<file path="config.mk">
export PLATFORM = sky130hd
export DESIGN_NAME = astm_frame_deframer_top
export DESIGN_NICKNAME = d
export VERILOG_FILES = /design/src/hw/rtl/afd_pkg.sv /design/src/hw/rtl/afd_parser.sv /design/src/hw/rtl/afd_out_reg.sv /design/src/hw/rtl/astm_frame_deframer_top.sv
export SDC_FILE = /design/constraint.sdc
export NUM_CORES = 1
export LEC_CHECK = 0
export BUFFER_PORTS_ARGS = -buffer_cell sky130_fd_sc_hd__buf_4
export CAP_MARGIN = 20
export CELL_PAD_IN_SITES_DETAIL_PLACEMENT = 0
export CELL_PAD_IN_SITES_GLOBAL_PLACEMENT = 1
export CORE_AREA = 3 3 77 152
export CTS_BUF_LIST = sky130_fd_sc_hd__clkbuf_4 sky130_fd_sc_hd__clkbuf_8 sky130_fd_sc_hd__clkbuf_16
export DETAILED_ROUTE_END_ITERATION = 7
export DIE_AREA = 0 0 80 155
export PLACE_DENSITY_LB_ADDON = 0.1
export SYNTH_ARGS = -nofsm -noshare
export SYNTH_HDL_FRONTEND = slang
export SYNTH_HIERARCHICAL = 1
export SYNTH_SLANG_ARGS = --single-unit
</file>
<file path="constraint.sdc">
create_clock -name clk -period 4.45 [get_ports clk]
set_input_delay 0 -clock clk [delete_from_list [all_inputs] [get_ports clk]]
set_output_delay 0 -clock clk [all_outputs]
set_load 0.05 [all_outputs]
</file>
<file path="src/hw/rtl/afd_pkg.sv">
// Shared constants, status codes, result type and hex decode for the frame deframer.
package afd_pkg;

    localparam logic [7:0] CH_STX  = 8'h02;
    localparam logic [7:0] CH_ETX  = 8'h03;
    localparam logic [7:0] CH_ETB  = 8'h17;
    localparam logic [7:0] CH_CR   = 8'h0D;
    localparam logic [7:0] CH_LF   = 8'h0A;
    localparam logic [7:0] CH_ZERO = 8'h30;
    localparam logic [7:0] CH_NINE = 8'h39;
    localparam logic [7:0] CH_UA   = 8'h41;
    localparam logic [7:0] CH_UF   = 8'h46;
    localparam logic [7:0] CH_LA   = 8'h61;
    localparam logic [7:0] CH_LF_HEX = 8'h66;
    localparam logic [7:0] HEX_TEN = 8'd10;
    localparam logic [7:0] MAX_RECORD = 8'd7;

    typedef enum logic [3:0] {
        ST_OK        = 4'd0,
        ST_RETX      = 4'd1,
        ST_NO_START  = 4'd2,
        ST_BAD_DIGIT = 4'd3,
        ST_OUT_OF_SEQ = 4'd4,
        ST_BAD_END   = 4'd5,
        ST_BAD_HEX   = 4'd6,
        ST_MISMATCH  = 4'd7,
        ST_BAD_CRLF  = 4'd8
    } status_t;

    typedef struct packed {
        logic       is_verdict;
        logic [7:0] text_byte;
        status_t    status;
        logic [2:0] record_number;
        logic       block_final;
        logic [7:0] computed_checksum;
        logic [7:0] given_checksum;
    } result_t;

    // Bit 4 set: not a hex digit.
    function automatic logic [4:0] hex_value(input logic [7:0] c);
        logic [7:0] v;
        begin
            v = 8'h10;
            if (c >= CH_ZERO && c <= CH_NINE) begin
                v = c - CH_ZERO;
            end
            else if (c >= CH_UA && c <= CH_UF) begin
                v = c - CH_UA + HEX_TEN;
            end
            else if (c >= CH_LA && c <= CH_LF_HEX) begin
                v = c - CH_LA + HEX_TEN;
            end
            return v[4:0];
        end
    endfunction

endpackage

</file>
<file path="src/hw/rtl/afd_parser.sv">
// Frame parse state machine: per-item next state and result.
module afd_parser (
    input  logic               clk,
    input  logic               rst_n,
    input  logic               step,
    input  logic               mode,
    input  logic [7:0]         data_byte,
    input  logic               buffer_last,
    output logic               produce,
    output afd_pkg::result_t   res
);

    typedef enum logic [3:0] {
        PH_HUNT  = 4'd0,
        PH_RECNO = 4'd1,
        PH_TEXT  = 4'd2,
        PH_END   = 4'd3,
        PH_HEX1  = 4'd4,
        PH_HEX2  = 4'd5,
        PH_CR    = 4'd6,
        PH_LF    = 4'd7,
        PH_DONE  = 4'd8
    } phase_t;

    phase_t     phase_reg, phase_next;
    logic [3:0] exp_reg, exp_next;
    logic [7:0] sum_reg, sum_next;
    logic [3:0] hi_reg, hi_next;
    logic [2:0] rec_reg, rec_next;
    logic       fin_reg, fin_next;

    logic              verdict;
    logic              text;
    afd_pkg::status_t  v_status;
    logic [2:0]        v_rec;
    logic [7:0]        v_given;
    logic [7:0]        digit;
    logic [4:0]        hv;

    always_comb
    begin
        phase_next = phase_reg;
        exp_next   = exp_reg;
        sum_next   = sum_reg;
        hi_next    = hi_reg;
        rec_next   = rec_reg;
        fin_next   = fin_reg;
        verdict    = 1'b0;
        text       = 1'b0;
        v_status   = afd_pkg::ST_OK;
        v_rec      = 3'd0;
        v_given    = 8'd0;
        digit      = data_byte - afd_pkg::CH_ZERO;
        hv         = afd_pkg::hex_value(data_byte);

        if (mode) begin
            phase_next = PH_HUNT;
            exp_next   = 4'd8;
            sum_next   = 8'd0;
            hi_next    = 4'd0;
            rec_next   = 3'd0;
            fin_next   = 1'b0;
        end
        else begin
            case (phase_reg)
                PH_HUNT:
                begin
                    if (data_byte == afd_pkg::CH_STX) begin
                        phase_next = PH_RECNO;
                        sum_next   = 8'd0;
                        hi_next    = 4'd0;
                        rec_next   = 3'd0;
                        fin_next   = 1'b0;
                    end
                end
                PH_RECNO:
                begin
                    sum_next = data_byte;
                    if (digit > afd_pkg::MAX_RECORD) begin
                        verdict  = 1'b1;
                        v_status = afd_pkg::ST_BAD_DIGIT;
                    end
                    else begin
                        rec_next = digit[2:0];
                        if (exp_reg[3]) begin
                            exp_next   = {1'b0, digit[2:0]};
                            phase_next = PH_TEXT;
                        end
                        else if (digit[2:0] != exp_reg[2:0]) begin
                            verdict  = 1'b1;
                            v_rec    = digit[2:0];
                            v_status = ((digit[2:0] + 3'd1) == exp_reg[2:0])
                                       ? afd_pkg::ST_RETX : afd_pkg::ST_OUT_OF_SEQ;
                        end
                        else begin
                            phase_next = PH_TEXT;
                        end
                    end
                end
                PH_TEXT:
                begin
                    sum_next = sum_reg + data_byte;
                    if (data_byte == afd_pkg::CH_CR) begin
                        phase_next = PH_END;
                    end
                    else if (!buffer_last) begin
                        text = 1'b1;
                    end
                end
                PH_END:
                begin
                    if (data_byte != afd_pkg::CH_ETX && data_byte != afd_pkg::CH_ETB) begin
                        verdict  = 1'b1;
                        v_status = afd_pkg::ST_BAD_END;
                        v_rec    = rec_reg;
                    end
                    else begin
                        fin_next   = (data_byte == afd_pkg::CH_ETX);
                        sum_next   = sum_reg + data_byte;
                        phase_next = PH_HEX1;
                    end
                end
                PH_HEX1:
                begin
                    if (hv[4]) begin
                        verdict  = 1'b1;
                        v_status = afd_pkg::ST_BAD_HEX;
                        v_rec    = rec_reg;
                    end
                    else begin
                        hi_next    = hv[3:0];
                        phase_next = PH_HEX2;
                    end
                end
                PH_HEX2:
                begin
                    if (hv[4]) begin
                        verdict  = 1'b1;
                        v_status = afd_pkg::ST_BAD_HEX;
                        v_rec    = rec_reg;
                        v_given  = {hi_reg, 4'd0};
                    end
                    else if ({hi_reg, hv[3:0]} != sum_reg) begin
                        verdict  = 1'b1;
                        v_status = afd_pkg::ST_MISMATCH;
                        v_rec    = rec_reg;
                        v_given  = {hi_reg, hv[3:0]};
                    end
                    else begin
                        phase_next = PH_CR;
                    end
                end
                PH_CR:
                begin
                    if (data_byte != afd_pkg::CH_CR) begin
                        verdict  = 1'b1;
                        v_status = afd_pkg::ST_BAD_CRLF;
                        v_rec    = rec_reg;
                        v_given  = sum_reg;
                    end
                    else begin
                        phase_next = PH_LF;
                    end
                end
                PH_LF:
                begin
                    verdict = 1'b1;
                    v_rec   = rec_reg;
                    v_given = sum_reg;
                    if (data_byte != afd_pkg::CH_LF) begin
                        v_status = afd_pkg::ST_BAD_CRLF;
                    end
                    else begin
                        v_status = afd_pkg::ST_OK;
                        exp_next = {1'b0, exp_reg[2:0] + 3'd1};
                    end
                end
                default:
                begin
                    phase_next = PH_DONE;
                end
            endcase

            if (verdict) begin
                phase_next = PH_DONE;
            end

            // End of buffer: close out whatever frame is in progress.
            if (buffer_last) begin
                if (!verdict) begin
                    case (phase_next)
                        PH_HUNT, PH_RECNO:
                        begin
                            verdict  = 1'b1;
                            v_status = afd_pkg::ST_NO_START;
                        end
                        PH_TEXT, PH_END:
                        begin
                            verdict  = 1'b1;
                            v_status = afd_pkg::ST_BAD_END;
                            v_rec    = rec_next;
                        end
                        PH_HEX1:
                        begin
                            verdict  = 1'b1;
                            v_status = afd_pkg::ST_BAD_HEX;
                            v_rec    = rec_next;
                        end
                        PH_HEX2:
                        begin
                            verdict  = 1'b1;
                            v_status = afd_pkg::ST_BAD_HEX;
                            v_rec    = rec_next;
                            v_given  = {hi_next, 4'd0};
                        end
                        PH_CR, PH_LF:
                        begin
                            verdict  = 1'b1;
                            v_status = afd_pkg::ST_BAD_CRLF;
                            v_rec    = rec_next;
                            v_given  = sum_next;
                        end
                        default:
                        begin
                            verdict = 1'b0;
                        end
                    endcase
                end
                phase_next = PH_HUNT;
            end
        end
    end

    always_comb
    begin
        produce = verdict | text;
        res     = '0;
        if (verdict) begin
            res.is_verdict        = 1'b1;
            res.status            = v_status;
            res.record_number     = v_rec;
            res.block_final       = fin_next;
            res.computed_checksum = sum_next;
            res.given_checksum    = v_given;
        end
        else if (text) begin
            res.text_byte = data_byte;
        end
    end

    always_ff @(posedge clk or negedge rst_n)
    begin
        if (!rst_n) begin
            phase_reg <= PH_HUNT;
            exp_reg   <= 4'd8;
            sum_reg   <= 8'd0;
            hi_reg    <= 4'd0;
            rec_reg   <= 3'd0;
            fin_reg   <= 1'b0;
        end
        else if (step) begin
            phase_reg <= phase_next;
            exp_reg   <= exp_next;
            sum_reg   <= sum_next;
            hi_reg    <= hi_next;
            rec_reg   <= rec_next;
            fin_reg   <= fin_next;
        end
    end

endmodule

</file>
<file path="src/hw/rtl/afd_out_reg.sv">
// Result register towards the output channel.
module afd_out_reg (
    input  logic             clk,
    input  logic             rst_n,
    input  logic             load,
    input  afd_pkg::result_t res,
    input  logic             out_ready,
    output logic             space,
    output logic             out_valid,
    output afd_pkg::result_t res_out
);

    logic             vld_reg;
    afd_pkg::result_t res_reg;

    assign space     = !vld_reg || out_ready;
    assign out_valid = vld_reg;
    assign res_out   = res_reg;

    always_ff @(posedge clk or negedge rst_n)
    begin
        if (!rst_n) begin
            vld_reg <= 1'b0;
        end
        else if (load) begin
            vld_reg <= 1'b1;
        end
        else if (out_ready) begin
            vld_reg <= 1'b0;
        end
    end

    always_ff @(posedge clk)
    begin
        if (load) begin
            res_reg <= res;
        end
    end

endmodule

</file>
<file path="src/hw/rtl/astm_frame_deframer_top.sv">
// Top level of the framed-record receiver: input register, parser, result register.
//
//  channel | direction | handshake            | payload
//  --------+-----------+----------------------+---------------------------------------------
//  in      | input     | in_valid / in_ready  | mode, data_byte, buffer_last
//  out     | output    | out_valid / out_ready| is_verdict, text_byte, status, record_number,
//          |           |                      | block_final, computed_checksum, given_checksum
//
// One item per clock sustained while the result register has room. Path: the input register,
// then the single-pass parser logic into the result register; the parser state is registered.
// Reset (rst_n, async, active low) clears valids and parser state: hunting, record unknown.
// An item that yields no result passes on even while the result register is stalled;
// an item that yields a result waits in the input register until the result register frees.
module astm_frame_deframer_top (
    input  logic       clk,
    input  logic       rst_n,
    input  logic       in_valid,
    output logic       in_ready,
    input  logic       mode,
    input  logic [7:0] data_byte,
    input  logic       buffer_last,
    output logic       out_valid,
    input  logic       out_ready,
    output logic       is_verdict,
    output logic [7:0] text_byte,
    output logic [3:0] status,
    output logic [2:0] record_number,
    output logic       block_final,
    output logic [7:0] computed_checksum,
    output logic [7:0] given_checksum
);

    // Input register
    logic       in_vld_reg;
    logic       mode_reg;
    logic [7:0] byte_reg;
    logic       last_reg;

    logic             produce;
    logic             space;
    logic             consume;
    afd_pkg::result_t res;
    afd_pkg::result_t res_out;

    // The held item retires when it makes no result or the result register has room.
    assign consume  = in_vld_reg && (!produce || space);
    assign in_ready = !in_vld_reg || consume;

    always_ff @(posedge clk or negedge rst_n)
    begin
        if (!rst_n) begin
            in_vld_reg <= 1'b0;
        end
        else if (in_ready) begin
            in_vld_reg <= in_valid;
        end
    end

    always_ff @(posedge clk)
    begin
        if (in_ready && in_valid) begin
            mode_reg <= mode;
            byte_reg <= data_byte;
            last_reg <= buffer_last;
        end
    end

    afd_parser u_parser (
        .clk         (clk),
        .rst_n       (rst_n),
        .step        (consume),
        .mode        (mode_reg),
        .data_byte   (byte_reg),
        .buffer_last (last_reg),
        .produce     (produce),
        .res         (res)
    );

    afd_out_reg u_out (
        .clk       (clk),
        .rst_n     (rst_n),
        .load      (consume && produce),
        .res       (res),
        .out_ready (out_ready),
        .space     (space),
        .out_valid (out_valid),
        .res_out   (res_out)
    );

    assign is_verdict        = res_out.is_verdict;
    assign text_byte         = res_out.text_byte;
    assign status            = res_out.status;
    assign record_number     = res_out.record_number;
    assign block_final       = res_out.block_final;
    assign computed_checksum = res_out.computed_checksum;
    assign given_checksum    = res_out.given_checksum;

    // Text items carry nothing but the byte.
    a_text_clean: assert property (@(posedge clk) disable iff (!rst_n)
        (out_valid && !is_verdict) |->
            (status == afd_pkg::ST_OK && record_number == 3'd0 && block_final == 1'b0
             && computed_checksum == 8'd0 && given_checksum == 8'd0))
        else $error("text item carries verdict fields");

    // Verdicts carry no text byte and a defined status.
    a_verdict_clean: assert property (@(posedge clk) disable iff (!rst_n)
        (out_valid && is_verdict) |-> (text_byte == 8'd0 && status <= afd_pkg::ST_BAD_CRLF))
        else $error("malformed verdict");

    // An accepted item is held in the input register next cycle.
    a_in_capture: assert property (@(posedge clk) disable iff (!rst_n)
        (in_valid && in_ready) |=> in_vld_reg)
        else $error("accepted item lost");

    // A waiting result is never overwritten.
    a_no_overwrite: assert property (@(posedge clk) disable iff (!rst_n)
        (out_valid && !out_ready) |=> ($stable(res_out) && out_valid))
        else $error("stalled result changed");

endmodule

</file>
### Word level (Yosys, flattened, before mapping)

Cells that the tools add are included.

| storage, ports and cells | value |
|---|---|
| word-level logic and storage cells | 184 |
| input bits | 14 |
| output and inout port bits | 35 |
| flip-flop bits (word level) | 69 |

| operators by class | value |
|---|---|
| bitwise gates (word level) | 3 |
| add/sub/neg operators | 8 |
| order comparisons | 7 |
| muxes and demuxes | 93 |
| reduce and logical (&&, ||, !) cells | 27 |
| eq/ne operators | 27 |

Operators with widths:

| operator | count |
|---|---|
| 4-bit 2-to-1 mux | 28 |
| 8-bit 2-to-1 mux | 8 |
| 3-bit 2-to-1 mux | 19 |
| 4-bit by 3-bit == test with 1-bit output, second input constant | 8 |
| 4-bit case mux with 8 select lines | 1 |
| 8-bit case mux with 4 select lines | 1 |
| 4-bit case mux with 6 select lines | 1 |
| 8-bit case mux with 3 select lines | 1 |
| 1-bit 2-to-1 mux | 23 |
| 3-bit case mux with 6 select lines | 1 |
| 4-bit by 2-bit == test with 1-bit output, second input constant | 4 |
| 8-bit by 2-bit == test with 1-bit output, second input constant | 2 |
| 8-bit by 7-bit greater-or-equal comparator with 1-bit output, second input constant | 2 |
| 8-bit by 7-bit less-or-equal comparator with 1-bit output, second input constant | 2 |
| 8-bit by 4-bit != test with 1-bit output, second input constant | 2 |
| 4-bit case mux with 2 select lines | 2 |
| 4-bit case mux with 4 select lines | 1 |
| 8-bit case mux with 2 select lines | 1 |
| 5-bit 2-to-1 mux | 3 |
| 2-bit OR reduction | 6 |
| 5-bit by 4-bit adder with 5-bit output, second input constant | 2 |
| 5-bit by 1-bit subtractor with 5-bit output, second input constant | 2 |
| 8-bit adder | 1 |
| 4-bit by 1-bit == test with 1-bit output, second input constant | 2 |
| other kinds (28) | 42 |

### Depth between registers and ports, before layout

Gate-level depths: netlist of the first run.

| depth | value |
|---|---|
| depth in word-level cells | 24 |
| depth in mapped cells | 17 |
| mapped depth without buffers | 15 |

### Cells and area by module

Netlist of the first run, hierarchy kept.

Modules (own cells, without submodules):

| module | sequential area each (sq um) | area an instance (sq um) | instances | cells each |
|---|---|---|---|---|
| afd_parser | 601.8 | 2932.8 | 1 | 394 |
| afd_out_reg | 1016.0 | 1038.5 | 1 | 36 |
| astm_frame_deframer_top | 325.3 | 379.1 | 1 | 17 |

### Worst setup path before layout of the first run

No wires, ideal clock.

| timing path | value |
|---|---|
| kind | reg2reg |
| start | reg byte_reg[0] |
| end | reg u_parser.phase_reg[2] |
| buffers on the path | 4 |
| clock period less this slack | 4182 ps |
| setup slack | 268 ps |
| setup time | 143 ps |
| required time | 4307 ps |
| stages on the path, launching flop included | 17 |
| arrival | 4039 ps |
| path through | edfxtp_1 -> clkinv_1 -> ha_1 -> o21bai_1 -> a211oi_2 -> or3_1 -> a22oi_2 -> and4_4 -> o2111ai_1 -> nand2_1 -> buf_2 -> o21ai_1 -> a21boi_0 -> clkbuf_1 -> clkbuf_1 -> clkbuf_1 -> o32ai_1 |

| between the ends | value |
|---|---|
| cells in the longest elaborated chain, start to end | 22 |
| elaborated cells on any way between the ends | 71 |
| classes of those cells | add/sub (5); order compare (7); eq/ne (14); mux (35); bitwise (1); reduce/logical (9) |

Ends and longest elaborated chain:

| element | line | text |
|---|---|---|
| from (decl) | astm_frame_deframer_top.sv:36 | `logic [7:0] byte_reg;` |
| from (signal assigned) | astm_frame_deframer_top.sv:63 | `byte_reg <= data_byte;` |
| 5-bit by 1-bit subtractor with 5-bit output, or another cell as far along | afd_pkg.sv:49, afd_pkg.sv:52 |  |
| 5-bit by 4-bit adder with 5-bit output or 1-bit logical AND (tied branches) | afd_pkg.sv:49, afd_pkg.sv:52, afd_pkg.sv:51 |  |
| 5-bit 2-to-1 mux | afd_pkg.sv:51 | `else if (c >= CH_LA && c <= CH_LF_HEX) begin` |
| 5-bit 2-to-1 mux | afd_pkg.sv:48 | `else if (c >= CH_UA && c <= CH_UF) begin` |
| 5-bit 2-to-1 mux | afd_pkg.sv:45 | `if (c >= CH_ZERO && c <= CH_NINE) begin` |
| 8-bit != test | afd_parser.sv:143 | `else if ({hi_reg, hv[3:0]} != sum_reg) begin` |
| 1-bit 2-to-1 mux | afd_parser.sv:143 |  |
| 1-bit 2-to-1 mux | afd_parser.sv:137 | `if (hv[4]) begin` |
| (+8 left out) | n/a |  |
| 1-bit 2-to-1 mux | afd_parser.sv:189 | `if (buffer_last) begin` |
| 1-bit 2-to-1 mux | afd_parser.sv:56 | `if (mode) begin` |
| 1-bit OR (*) | afd_parser.sv:236 | `produce = verdict \| text;` |
| net produce | astm_frame_deframer_top.sv:39 | `logic produce;` |
| 1-bit zero test (*) | astm_frame_deframer_top.sv:46 | `assign consume = in_vld_reg && (!produce \|\| space);` |
| 1-bit logical OR (*) | astm_frame_deframer_top.sv:46 |  |
| 1-bit logical AND (*) | astm_frame_deframer_top.sv:46 |  |
| net consume | astm_frame_deframer_top.sv:41 | `logic consume;` |
| to (signal assigned) | afd_parser.sv:262 | `phase_reg <= phase_next;` |
| to (decl) | afd_parser.sv:25 | `phase_t phase_reg, phase_next;` |

The timed path passes the listed nets; every way through them passes the cells marked *. The select of a mux whose other input is x is not followed.
A chain may end at the register's enable or synchronous reset.

### Final worst setup path of the first run

| timing path | value |
|---|---|
| start | reg byte_reg[0] |
| end | reg u_parser.hi_reg[2] |

| between the ends | value |
|---|---|
| cells in the longest elaborated chain, start to end | 22 |
| elaborated cells on any way between the ends | 73 |
| classes of those cells | add/sub (5); order compare (7); eq/ne (14); mux (37); bitwise (1); reduce/logical (9) |

Ends and longest elaborated chain:

| element | line | text |
|---|---|---|
| 5-bit by 1-bit subtractor with 5-bit output, or another cell as far along | afd_pkg.sv:49, afd_pkg.sv:52 |  |
| 5-bit by 4-bit adder with 5-bit output or 1-bit logical AND (tied branches) | afd_pkg.sv:49, afd_pkg.sv:52, afd_pkg.sv:51 |  |
| 5-bit 2-to-1 mux | afd_pkg.sv:51 |  |
| 5-bit 2-to-1 mux | afd_pkg.sv:48 |  |
| 5-bit 2-to-1 mux | afd_pkg.sv:45 |  |
| 8-bit != test | afd_parser.sv:143 |  |
| 1-bit 2-to-1 mux | afd_parser.sv:143 |  |
| 1-bit 2-to-1 mux | afd_parser.sv:137 |  |
| (+8 left out) | n/a |  |
| 1-bit 2-to-1 mux | afd_parser.sv:189 |  |
| 1-bit 2-to-1 mux | afd_parser.sv:56 |  |
| 1-bit OR (*) | afd_parser.sv:236 |  |
| net produce | astm_frame_deframer_top.sv:39 |  |
| 1-bit zero test (*) | astm_frame_deframer_top.sv:46 |  |
| 1-bit logical OR (*) | astm_frame_deframer_top.sv:46 |  |
| 1-bit logical AND (*) | astm_frame_deframer_top.sv:46 |  |
| net consume | astm_frame_deframer_top.sv:41 |  |
| to (signal assigned) | afd_parser.sv:265 | `hi_reg <= hi_next;` |
| to (decl) | afd_parser.sv:28 | `logic [3:0] hi_reg, hi_next;` |

Marked as above.

==> results by group, run 1 <==
Logic synthesis
  • Seq/Total Area, Yosys: 44.66%
  • Adder-Cell Fraction of Synth Area: about 3.9%
  • Distinct cells, synth: 76
  • Xor and xnor area share after synthesis: 3.825%
  • Ys async rst share: 37.68%
  • Synth top area cells: edfxtp_1 30%, dfrtp_1 14%, a21oi_1 3.7%, ha_1 3.5%, nor2_1 3.2%
  • Post-synthesis mux area share: less than 1%
  • Share of the synthesized area in the top cell type: approximately 30%
  • Number of synthesis warnings: 6
  • Post-Syn Area: roughly 4400 sq um
  • Number of synthesized register bits: 69
  • Number of synthesized flops with an enable pin: 43
  • Main combinational cell family by area after synthesis: compound AO/OA/AOI/OAI gates
  • Synth Flop Type: edfxtp_1
  • Avg Cell Area, Syn: 9.732 sq um
  • Simple-gate share of the synthesized area: roughly a fifth
  • Largest area contributor in the netlist: edfxtp_1
  • Syn Inst Count: 447
  • Synth Area in Compound Gates: a little under a quarter
  • Mapped Nets: 474

Routing
  • Initial DRT Pass Iterations: 5
  • Vias per cell: ~6
  • Remaining DRCs: 0
  • Detail Route Antenna Nets: 0
  • DRT iter0 DRCs: about 240
  • Routed vias: roughly 4000
  • Routed len/inst: 22.17 microns
  • Final wirelength: approximately 15000 microns

Setup path
  • Critical Path End Type: register
  • Kind of critical path: reg2reg
  • Critical path launch point type: register
  • CP Launch Point: byte_reg[0]
  • R2r startpoint: byte_reg[0]
  • Flop-to-flop setup slack: roughly 0.42 ns
  • Cells on worst reg2reg path: 15
  • FF-to-FF End: u_parser/hi_reg[2]
  • Worst-path fanout max: 14
  • WP data arrival: between 4 and 5 ns
  • WP data required: 4.72 ns

Final layout
  • Layout cell share with drive strength beyond 1: 19.19%
  • Area growth from synthesis to layout: 22.95%
  • ANT cells: 0
  • Nets: approximately 540
  • Largest register FFs: 33
  • Most common cell after layout, fill and taps aside: buf_4
  • Commonest cells after routing, fill and taps aside: 61 x buf_4, 43 x edfxtp_1, 37 x nor2_1

Power
  • Maximum vdd ir drop: ~240 uV
  • Total power: 0.001674 W
  • Leakage: between 2 and 2.5 nW
  • P per Cell Area: ~310 nW/um^2

Clocking
  • Worst-path clk slew: ~0.05 ns
  • Clock tree sinks: between 60 and 70
  • H-tree levels: 3
  • Post-CTS setup buffer count: 0
  • CTS Buf Count: 9
  • Cts repair resizes: 0
  • Root buffer cell: clkbuf_16
  • Maximum clock path buffer count: 2
  • Clock network latency to the later pin of the worst-skew pair: ~0.33 ns
  • CTS tree: done

GRT
  • First-pass GRT wire length: between 20000 and 25000 microns
  • GRT Util Overall: 24.59%
  • Overflow after GRT: 0
  • Largest net degree at the start of global routing: 27
  • Met3 usage: 4.345%
  • Vias in the first global route: about 4000
  • Grt met2 use: approximately 44%
  • GR peak layer: met2
  • Initial antenna violation count: 0
  • GR Util met1: approximately a quarter

STA
  • Fin Setup TNS: 0 ns
  • Maximum clock frequency: 248.3 MHz
  • Fin crit share: around nine tenths
  • Final hold vios: 0
  • Clk_skew: ~0.0085 ns
  • Min cycle time layout: slightly above 4 ns
  • Final Max Slew Viols: 0
  • Final setup fails: 0
  • Measured slew at the worst slew-check pin: between 0.8 and 0.9 ns
  • Rel. slew slack: a little over two fifths
  • RSZ-0062 raised after global routing: no

Floorplanning
  • # IOs: 49
  • Die area: roughly 12000 sq um
  • Core Rows: between 50 and 60
  • Chip Width: about 80 microns
  • Die Height: approximately 160 microns
  • Initial core utilization: 41.00%
  • Core area: approximately 11000 sq um

Placed design
  • Routability congestion estimate: between 0.9 and 1
  • Hpwl dp: around 11000 microns
  • IO buf count: 48

Status
  • Status: complete, no violations

Worst hold path
  • HP Class: in2async

Flow run
  • Max Cap Viol: 0
[synthesized netlist by cell type (all sizes together) (5+ instances only)]
| cell | count |
|---|---|
| nand3 | 12 |
| edfxtp | 43 |
| a22o | 5 |
| nand2 | 29 |
| xor2 | 5 |
| a22oi | 9 |
| ha | 12 |
| nand3b | 11 |
| inv | 23 |
| o211ai | 5 |
| o21ai | 20 |
| a31oi | 6 |
| a211oi | 6 |
| nand2b | 10 |
| nor3 | 14 |
| dfrtp | 25 |
| clkbuf | 10 |
| nand4 | 6 |
| o22ai | 17 |
| nor2b | 6 |
| xnor2 | 14 |
| and2 | 9 |
| buf | 7 |
| a21oi | 34 |
| nor2 | 38 |
[cell type report]
cell class	count	area (sq um)
clock buffer	10	232.7
fill	1045	5261
tap	137	171.4
inverter	24	90.09
clock inverter	6	63.81
multi-input combinational	337	2240
timing repair buffer	75	608.1
sequential	69	1943
[worst max-delay path by stage]
| stage | cells past startpoint | to |
|---|---|---|
| floorplan | 16 | u_parser/phase_reg[2] |
| global placement | 15 | u_parser/hi_reg[1] |
| detailed placement | 16 | u_parser/exp_reg[0] |
| CTS | 16 | u_parser/exp_reg[0] |
| global route | 15 | u_parser/hi_reg[2] |
| finish | 15 | u_parser/hi_reg[2] |
[cell families after synthesis]
kind of cell               Yosys count
xor gates and xnor gates            19
adders and majority gates           13
and+or+nand+nor                    159
buffers and inverters               41
AOI/OAI and AO/OA                  142
muxes                                4
DFF                                 69
[through the flow]
stage | hold slack [ns] | instance area [sq um] | std cells | util (%) | worst slack [ns]
after floorplan | -0.2956 | 4350 | 447 | - | 0.2682
after CTS | 0.1537 | 5349 | 658 | 50.41 | 0.4807
after global routing | 0.1604 | 5349 | 658 | 50.41 | 0.06529
after global placement | -0.05043 | 4922 | 629 | 46.39 | 0.6558
after detailed placement | -0.04476 | 4922 | 629 | 46.39 | 0.5130
final | 0.1395 | 5349 | 658 | 50.41 | 0.4219
[per-layer routing]
layer | wire, microns | share of wire (%) | up-vias
met3 | 688 | 4.7 | 46
li1 | - | - | 1845
met2 | 7766 | 53 | 186
met4 | 1050 | 7.2 | 0
met1 | 5082 | 35 | 1916
met5 | 0 | 0 | -
[where the power goes]
| group | switching, W | internal [W] |
|---|---|---|
| Combinational | 0.000137 | 0.0000840 |
| Sequential | 0.0000300 | 0.000711 |
| Clock | 0.000273 | 0.000439 |
[repair_timing]
action / CTS / global route
endpoints found under the setup margin: 0 / 0
hold buffers: 13 / 0
hold endpoints to repair: 38 / 0
[critical path: stages (launching register included)]
cell	delay (ns)
edfxtp_1	0.43
clkinv_1	0.12
ha_1	0.24
o21bai_1	0.40
a211oi_1	0.14
a31o_2	0.25
xnor2_1	0.41
and4_4	0.35
o2111ai_1	0.15
nand2_1	0.13
o21ai_1	0.14
a21boi_1	0.21
buf_4	0.23
nand2b_1	0.20
nor3_1	0.37
a22o_1	0.19
Note: power is estimated with default switching activity, not from simulation.
==> inputs of run 2 (changes only) <==
CORE_AREA = 3 3 99 119   (was 3 3 77 152)
DIE_AREA = 0 0 102 122   (was 0 0 80 155)
==> run 2 against run 1 <==
Effect of this change: worst hold slack lost 0.017 ns; utilization shrank 0.32 points; via count shrank 1.0%; clock-buffer cell count grew 2; cell area is essentially flat; critical endpoint is now u_parser/hi_reg[3]; largest cell class unchanged.
==> results by group, run 2 (same netlist as run 1, synthesis figures left out) <==
Status
  • Status: complete, no violations (unchanged)

Floorplanning
  • Die Height: 122 microns (was 155 microns)
  • # IOs: 49 (unchanged)
  • Initial core utilization: 40.77% (was 41.00%)
  • Chip Width: 102 microns (was 80 microns)
  • Die area: 12440 sq um (was 12400 sq um)
  • Core Rows: 41 (was 53)
  • Core area: 10670 sq um (was 10610 sq um)

GRT
  • Vias in the first global route: 3933 (was 4060)
  • First-pass GRT wire length: 21730 microns (was 22650 microns)
  • Overflow after GRT: 0 (unchanged)
  • Largest net degree at the start of global routing: 27 (unchanged)
  • Initial antenna violation count: 0 (unchanged)
  • GRT Util Overall: 23.11% (was 24.59%)

Final layout
  • Largest register FFs: 33 (unchanged)
  • ANT cells: 0 (unchanged)
  • Layout cell share with drive strength beyond 1: 19.77% (was 19.19%)
  • Final std cell area, no fill: 5345 sq um (was 5349 sq um)
  • Most common cell after layout, fill and taps aside: buf_4 (unchanged)
  • Post-Layout Cell Count: 650 (was 658)
  • Commonest cells after routing, fill and taps aside: 61 x buf_4, 43 x edfxtp_1, 37 x nor2_1 (unchanged)
  • Area growth from synthesis to layout: 22.86% (was 22.95%)
  • Nets: 543 (unchanged)

Routing
  • DRT iter0 DRCs: 249 (was 237)
  • Routed vias: 3953 (was 3993)
  • Remaining DRCs: 0 (unchanged)
  • DR WL met3: 699 microns (was 688 microns)
  • Wire length on met1: 5832 microns (was 5082 microns)
  • Met2 wire length: 6456 microns (was 7766 microns)
  • Detail Route Antenna Nets: 0 (unchanged)
  • Routed len/inst: 20.90 microns (was 22.17 microns)
  • Vias per cell: 6.082 (was 6.068)
  • Highest routed layer: met4 (unchanged)
  • Initial DRT Pass Iterations: 5 (unchanged)
  • Final wirelength: 13590 microns (was 14590 microns)

Clocking
  • H-tree levels: 3 (unchanged)
  • Clock tree sinks: 69 (unchanged)
  • CTS tree: done (unchanged)
  • Worst-path clk slew: 0.06 ns (was 0.05 ns)
  • CTS Buf Count: 9 (unchanged)
  • Post-CTS setup buffer count: 0 (unchanged)
  • Maximum clock path buffer count: 2 (unchanged)
  • Clock network latency to the later pin of the worst-skew pair: 0.34 ns (was 0.33 ns)
  • Root buffer cell: clkbuf_16 (unchanged)

Placed design
  • Hpwl dp: 9974 microns (was 11160 microns)
  • IO buf count: 48 (unchanged)
  • Placed Instance Area: 4912 sq um (was 4922 sq um)
  • Routability congestion estimate: 0.9522 (was 0.9514)
  • Placed cells: 621 (was 629)

STA
  • Maximum clock frequency: 246.7 MHz (was 248.3 MHz)
  • RSZ-0062 raised after global routing: no (unchanged)
  • Min cycle time layout: 4.054 ns (was 4.028 ns)
  • Final Max Slew Viols: 0 (unchanged)
  • Measured slew at the worst slew-check pin: 0.7743 ns (was 0.8566 ns)
  • Clk_skew: 0.009575 ns (was 0.008476 ns)
  • Fin Setup TNS: 0 ns (unchanged)
  • Final hold vios: 0 (unchanged)
  • Final setup fails: 0 (unchanged)
  • Fin crit share: 91.10% (was 90.52%)
  • Rel. slew slack: 48.03% (was 42.37%)

Power
  • Maximum vdd ir drop: 178.1 uV (was 235.6 uV)
  • P per Cell Area: 309.5 nW/um^2 (was 312.9 nW/um^2)
  • Leakage: 2.039 nW (was 2.036 nW)

Setup path
  • Cells on worst reg2reg path: 15 (unchanged)
  • WP data arrival: 4.33 ns (was 4.29 ns)
  • WP data required: 4.72 ns (about the same)
  • FF-to-FF End: u_parser/hi_reg[3] (was u_parser/hi_reg[2])
  • R2r startpoint: byte_reg[0] (unchanged)
  • Critical path launch point type: register (unchanged)
  • Kind of critical path: reg2reg (unchanged)
  • CP Launch Point: byte_reg[0] (unchanged)
  • Flop-to-flop setup slack: 0.40 ns (was 0.42 ns)
  • Worst-path fanout max: 21 (was 14)
  • Critical Path End Type: register (unchanged)

Worst hold path
  • HP Class: in2async (unchanged)

Flow run
  • Max Cap Viol: 0 (unchanged)
run 2: changes by cell type in the layout (fill, tap and decap cells not counted), sizes merged:
cell	delta
clkbuf	+2
bufinv	-1
clkinvlp	-1
run 2: layout make-up:
type | instances | area [sq um]
timing repair buffer | 75 | 608.1
inverter | 24 | 90.09
fill | 1026 | 5325
sequential | 69 | 1943
multi-input combinational | 337 | 2255
tap | 129 | 161.4
clock inverter | 4 | 22.52
clock buffer | 12 | 265.3
run 2: how the worst max path moves through the flow:
stage                             to  depth (start not counted)  slack [ns]
6_report          u_parser/hi_reg[3]                         15        0.40
5_1_grt           u_parser/hi_reg[1]                         15       0.009
4_1_cts          u_parser/exp_reg[0]                         16        0.32
3_5_place_dp     u_parser/exp_reg[0]                         16        0.35
3_3_place_gp      u_parser/hi_reg[1]                         15        0.53
2_1_floorplan  u_parser/phase_reg[2]                         16        0.27
run 2: repair_timing:
action,4_1_cts,5_1_grt
endpoints found under the setup margin,0,7
gates resized for setup,0,3
endpoints found under the hold margin,38,0
hold buffers,13,0
run 2: worst max-delay path, stage by stage, from the launching register on:
cell,delay (ns)
edfxtp_1,0.50
clkinv_1,0.14
ha_1,0.27
o21bai_2,0.31
a211oi_2,0.14
or3_1,0.37
a22oi_2,0.18
and4_4,0.28
o2111ai_1,0.17
nand2_1,0.20
o21ai_1,0.16
a21boi_1,0.15
buf_4,0.28
nand2b_1,0.29
nor3_1,0.36
a22o_1,0.18
run 2: report_power, final:
group / switching, W / internal (W)
Combinational: 0.000140 / 0.0000845
Sequential: 0.0000264 / 0.000712
Clock: 0.000271 / 0.000420
Total: 0.000438 / 0.00122
run 2: through the flow:
stage	total power (W)	setup WS (ns)	hold slack [ns]	utilization, %
after floorplan	0.0008899	0.2682	-0.2956	-
after global placement	0.0009603	0.5251	-0.05683	46.04
after detailed placement	0.0009629	0.3472	-0.05696	46.04
after CTS	0.001663	0.3241	0.1229	49.95
after global routing	0.001719	0.008733	0.1656	50.09
final	0.001654	0.3961	0.1221	50.09
run 2: routing by layer:
metal / global-route usage [%] / vias up
li1: - / 1839
met1: 29.69 / 1907
met2: 37.28 / 159
met3: 3.150 / 48
met4: 12.72 / 0
met5: 0 / -
==> inputs of run 3 (changes only) <==
==> constraint.sdc (replaced) <==
create_clock -name clk -period 4.45 [get_ports clk]
set_input_delay 0.445 -clock clk [delete_from_list [all_inputs] [get_ports clk]]
set_output_delay 0.445 -clock clk [all_outputs]
set_load 0.05 [all_outputs]
==> run 3 against run 2 <==
Effect of this change: final cell count down 2.0%; clock power about the same; non-clock buffer count down 13; critical path type unchanged; critical endpoint unchanged; largest cell class unchanged; highest routed layer unchanged.
==> results by group, run 3 (same netlist as run 1, synthesis figures left out) <==
STA
  • RSZ-0062 raised after global routing: no (unchanged)
  • Fin Setup TNS: 0 ns (unchanged)
  • Final hold vios: 0 (unchanged)
  • Rel. slew slack: 49.10% (was 48.03%)
  • Final setup fails: 0 (unchanged)
  • Fin crit share: 91.06% (was 91.10%)
  • Clk_skew: 0.009299 ns (was 0.009575 ns)
  • Final Max Slew Viols: 0 (unchanged)
  • Min cycle time layout: 4.052 ns (was 4.054 ns)
  • Setup ws final: 0.3980 ns (was 0.3961 ns)
  • Measured slew at the worst slew-check pin: 0.7584 ns (was 0.7743 ns)
  • Min Hold Slack: 0.02911 ns (was 0.1221 ns)
  • Maximum clock frequency: 246.8 MHz (was 246.7 MHz)

Setup path
  • Worst-path fanout max: 21 (unchanged)
  • Critical path launch point type: register (unchanged)
  • WP data arrival: 4.32 ns (was 4.33 ns)
  • Critical Path End Type: register (unchanged)
  • Critical path's top delay family: simple AND/OR/NAND/NOR gates (unchanged)
  • WP data required: 4.72 ns (about the same)
  • Buf/Inv on CP: 2 (unchanged)
  • Crit path largest cell delay: 0.50 ns (about the same)
  • Crit-path cells: clkinv_1 -> ha_1 -> o21bai_2 -> a211oi_2 -> or3_1 -> a22oi_2 -> and4_4 -> o2111ai_1 -> nand2_1 -> o21ai_1 -> a21boi_1 -> buf_4 -> nand2b_1 -> nor3_1 -> a22o_1 (unchanged)
  • Kind of critical path: reg2reg (unchanged)
  • Slowest-stage cell, CP: edfxtp_1 (unchanged)

Flow run
  • Max Cap Viol: 0 (unchanged)

Floorplanning
  • Die area: 12440 sq um (unchanged)
  • Initial core utilization: 40.77% (unchanged)
  • Chip Width: 102 microns (unchanged)
  • Core area: 10670 sq um (unchanged)
  • Die Height: 122 microns (unchanged)
  • # IOs: 49 (unchanged)
  • Core Rows: 41 (unchanged)

Final layout
  • Filler cell count: 1036 (was 1026)
  • Nets: 530 (was 543)
  • Area growth from synthesis to layout: 19.87% (was 22.86%)
  • FF+latch area: 1943 sq um (unchanged)
  • ANT cells: 0 (unchanged)
  • Final std cell area, no fill: 5215 sq um (was 5345 sq um)
  • Most common cell after layout, fill and taps aside: buf_4 (unchanged)
  • Commonest cells after routing, fill and taps aside: 61 x buf_4, 43 x edfxtp_1, 37 x nor2_1 (unchanged)
  • Layout cell share with drive strength beyond 1: 20.28% (was 19.77%)
  • Final core area utilization: 48.87% (was 50.09%)
  • Largest register FFs: 33 (unchanged)
  • Multi-input gate area: 2255 sq um (unchanged)

GRT
  • Largest net degree at the start of global routing: 27 (unchanged)
  • Overflow after GRT: 0 (unchanged)
  • Initial antenna violation count: 0 (unchanged)
  • First-pass GRT wire length: 21560 microns (was 21730 microns)
  • Vias in the first global route: 3903 (was 3933)
  • GRT Util Overall: 22.95% (was 23.11%)

Clocking
  • Cts repair resizes: 0 (unchanged)
  • Worst-path clk slew: 0.06 ns (about the same)
  • Post-CTS setup buffer count: 0 (unchanged)
  • Clock tree sinks: 69 (unchanged)
  • CTS Hold Bufs: 0 (was 13)
  • CTS tree: done (unchanged)
  • Maximum clock path buffer count: 2 (unchanged)
  • Root buffer cell: clkbuf_16 (unchanged)
  • H-tree levels: 3 (unchanged)
  • Clock network latency to the later pin of the worst-skew pair: 0.34 ns (about the same)
  • CTS Buf Count: 9 (unchanged)

Worst hold path
  • HP Class: in2async (unchanged)

Power
  • Leakage: 1.985 nW (was 2.039 nW)
  • Maximum vdd ir drop: 177.1 uV (was 178.1 uV)
  • P per Cell Area: 315.4 nW/um^2 (was 309.5 nW/um^2)

Routing
  • Detail Route Antenna Nets: 0 (unchanged)
  • DRT iter0 DRCs: 280 (was 249)
  • Remaining DRCs: 0 (unchanged)
  • Vias per cell: 6.116 (was 6.082)
  • Routed vias: 3896 (was 3953)
  • Routed len/inst: 21.18 microns (was 20.90 microns)
  • Initial DRT Pass Iterations: 7 (was 5)
  • Final wirelength: 13490 microns (was 13590 microns)

Status
  • Status: complete, no violations (unchanged)

Placed design
  • Hpwl dp: 9974 microns (unchanged)
  • Placed Instance Area: 4912 sq um (unchanged)
  • Routability congestion estimate: 0.9522 (unchanged)
  • IO buf count: 48 (unchanged)
  • DP Worst Slack: 0.3472 ns (unchanged)
-- run 3: where the power goes --
group	total (W)	leakage [nW]	internal [W]	switching, W
clock network	0.000692	0.144	0.000420	0.000271
registers	0.000738	0.760	0.000711	0.0000264
logic	0.000215	1.08	0.0000771	0.000138
-- run 3: worst reg2reg max path: cells and delay by family, from the launching register on --
family | cells | cell delay [ns]
fa+ha+maj | 1 | 0.27
simple gates | 5 | 1.50
buf+inv | 2 | 0.43
compound gates | 7 | 1.30
flops | 1 | 0.50
-- run 3: final timing paths --
kind / start / end / slack, ns / cells past startpoint
worst max-delay path: byte_reg[0] / u_parser/hi_reg[3] / 0.40 / 15
min in group clk: buffer_last / last_reg / 0.28 / 1
max in group asynchronous: rst_n / u_parser/exp_reg[3] / 4.10 / 1
worst min-delay path: rst_n / u_parser/rec_reg[1] / 0.03 / 1
worst min register to register: u_parser/hi_reg[0] / u_parser/hi_reg[0] / 0.52 / 2
worst max register to register: byte_reg[0] / u_parser/hi_reg[3] / 0.40 / 15
-- run 3: routing by layer --
layer | part of all wire [%] | wire length (microns) | global-route usage, % | up-vias
li1 | - | - | - | 1818
met1 | 44 | 5960 | 29.82 | 1901
met2 | 47 | 6406 | 36.63 | 139
met3 | 4.4 | 597 | 3.093 | 38
met4 | 3.9 | 530 | 12.72 | 0
met5 | 0 | 0 | 0 | -
-- run 3: area by class of cell --
class | count | area share (%)
clock buffer | 12 | 5.086
clock inverter | 4 | 0.4319
inverter | 24 | 1.727
multi-input combinational | 337 | 43.23
sequential | 69 | 37.26
tap | 129 | 3.095
timing repair buffer | 62 | 9.165
-- run 3: stage by stage --
step                power [W]  cells
global placement    0.0009603    621
detailed placement  0.0009629    621
floorplan           0.0008899    447
CTS                  0.001654    637
global route         0.001711    637
finish               0.001645    637
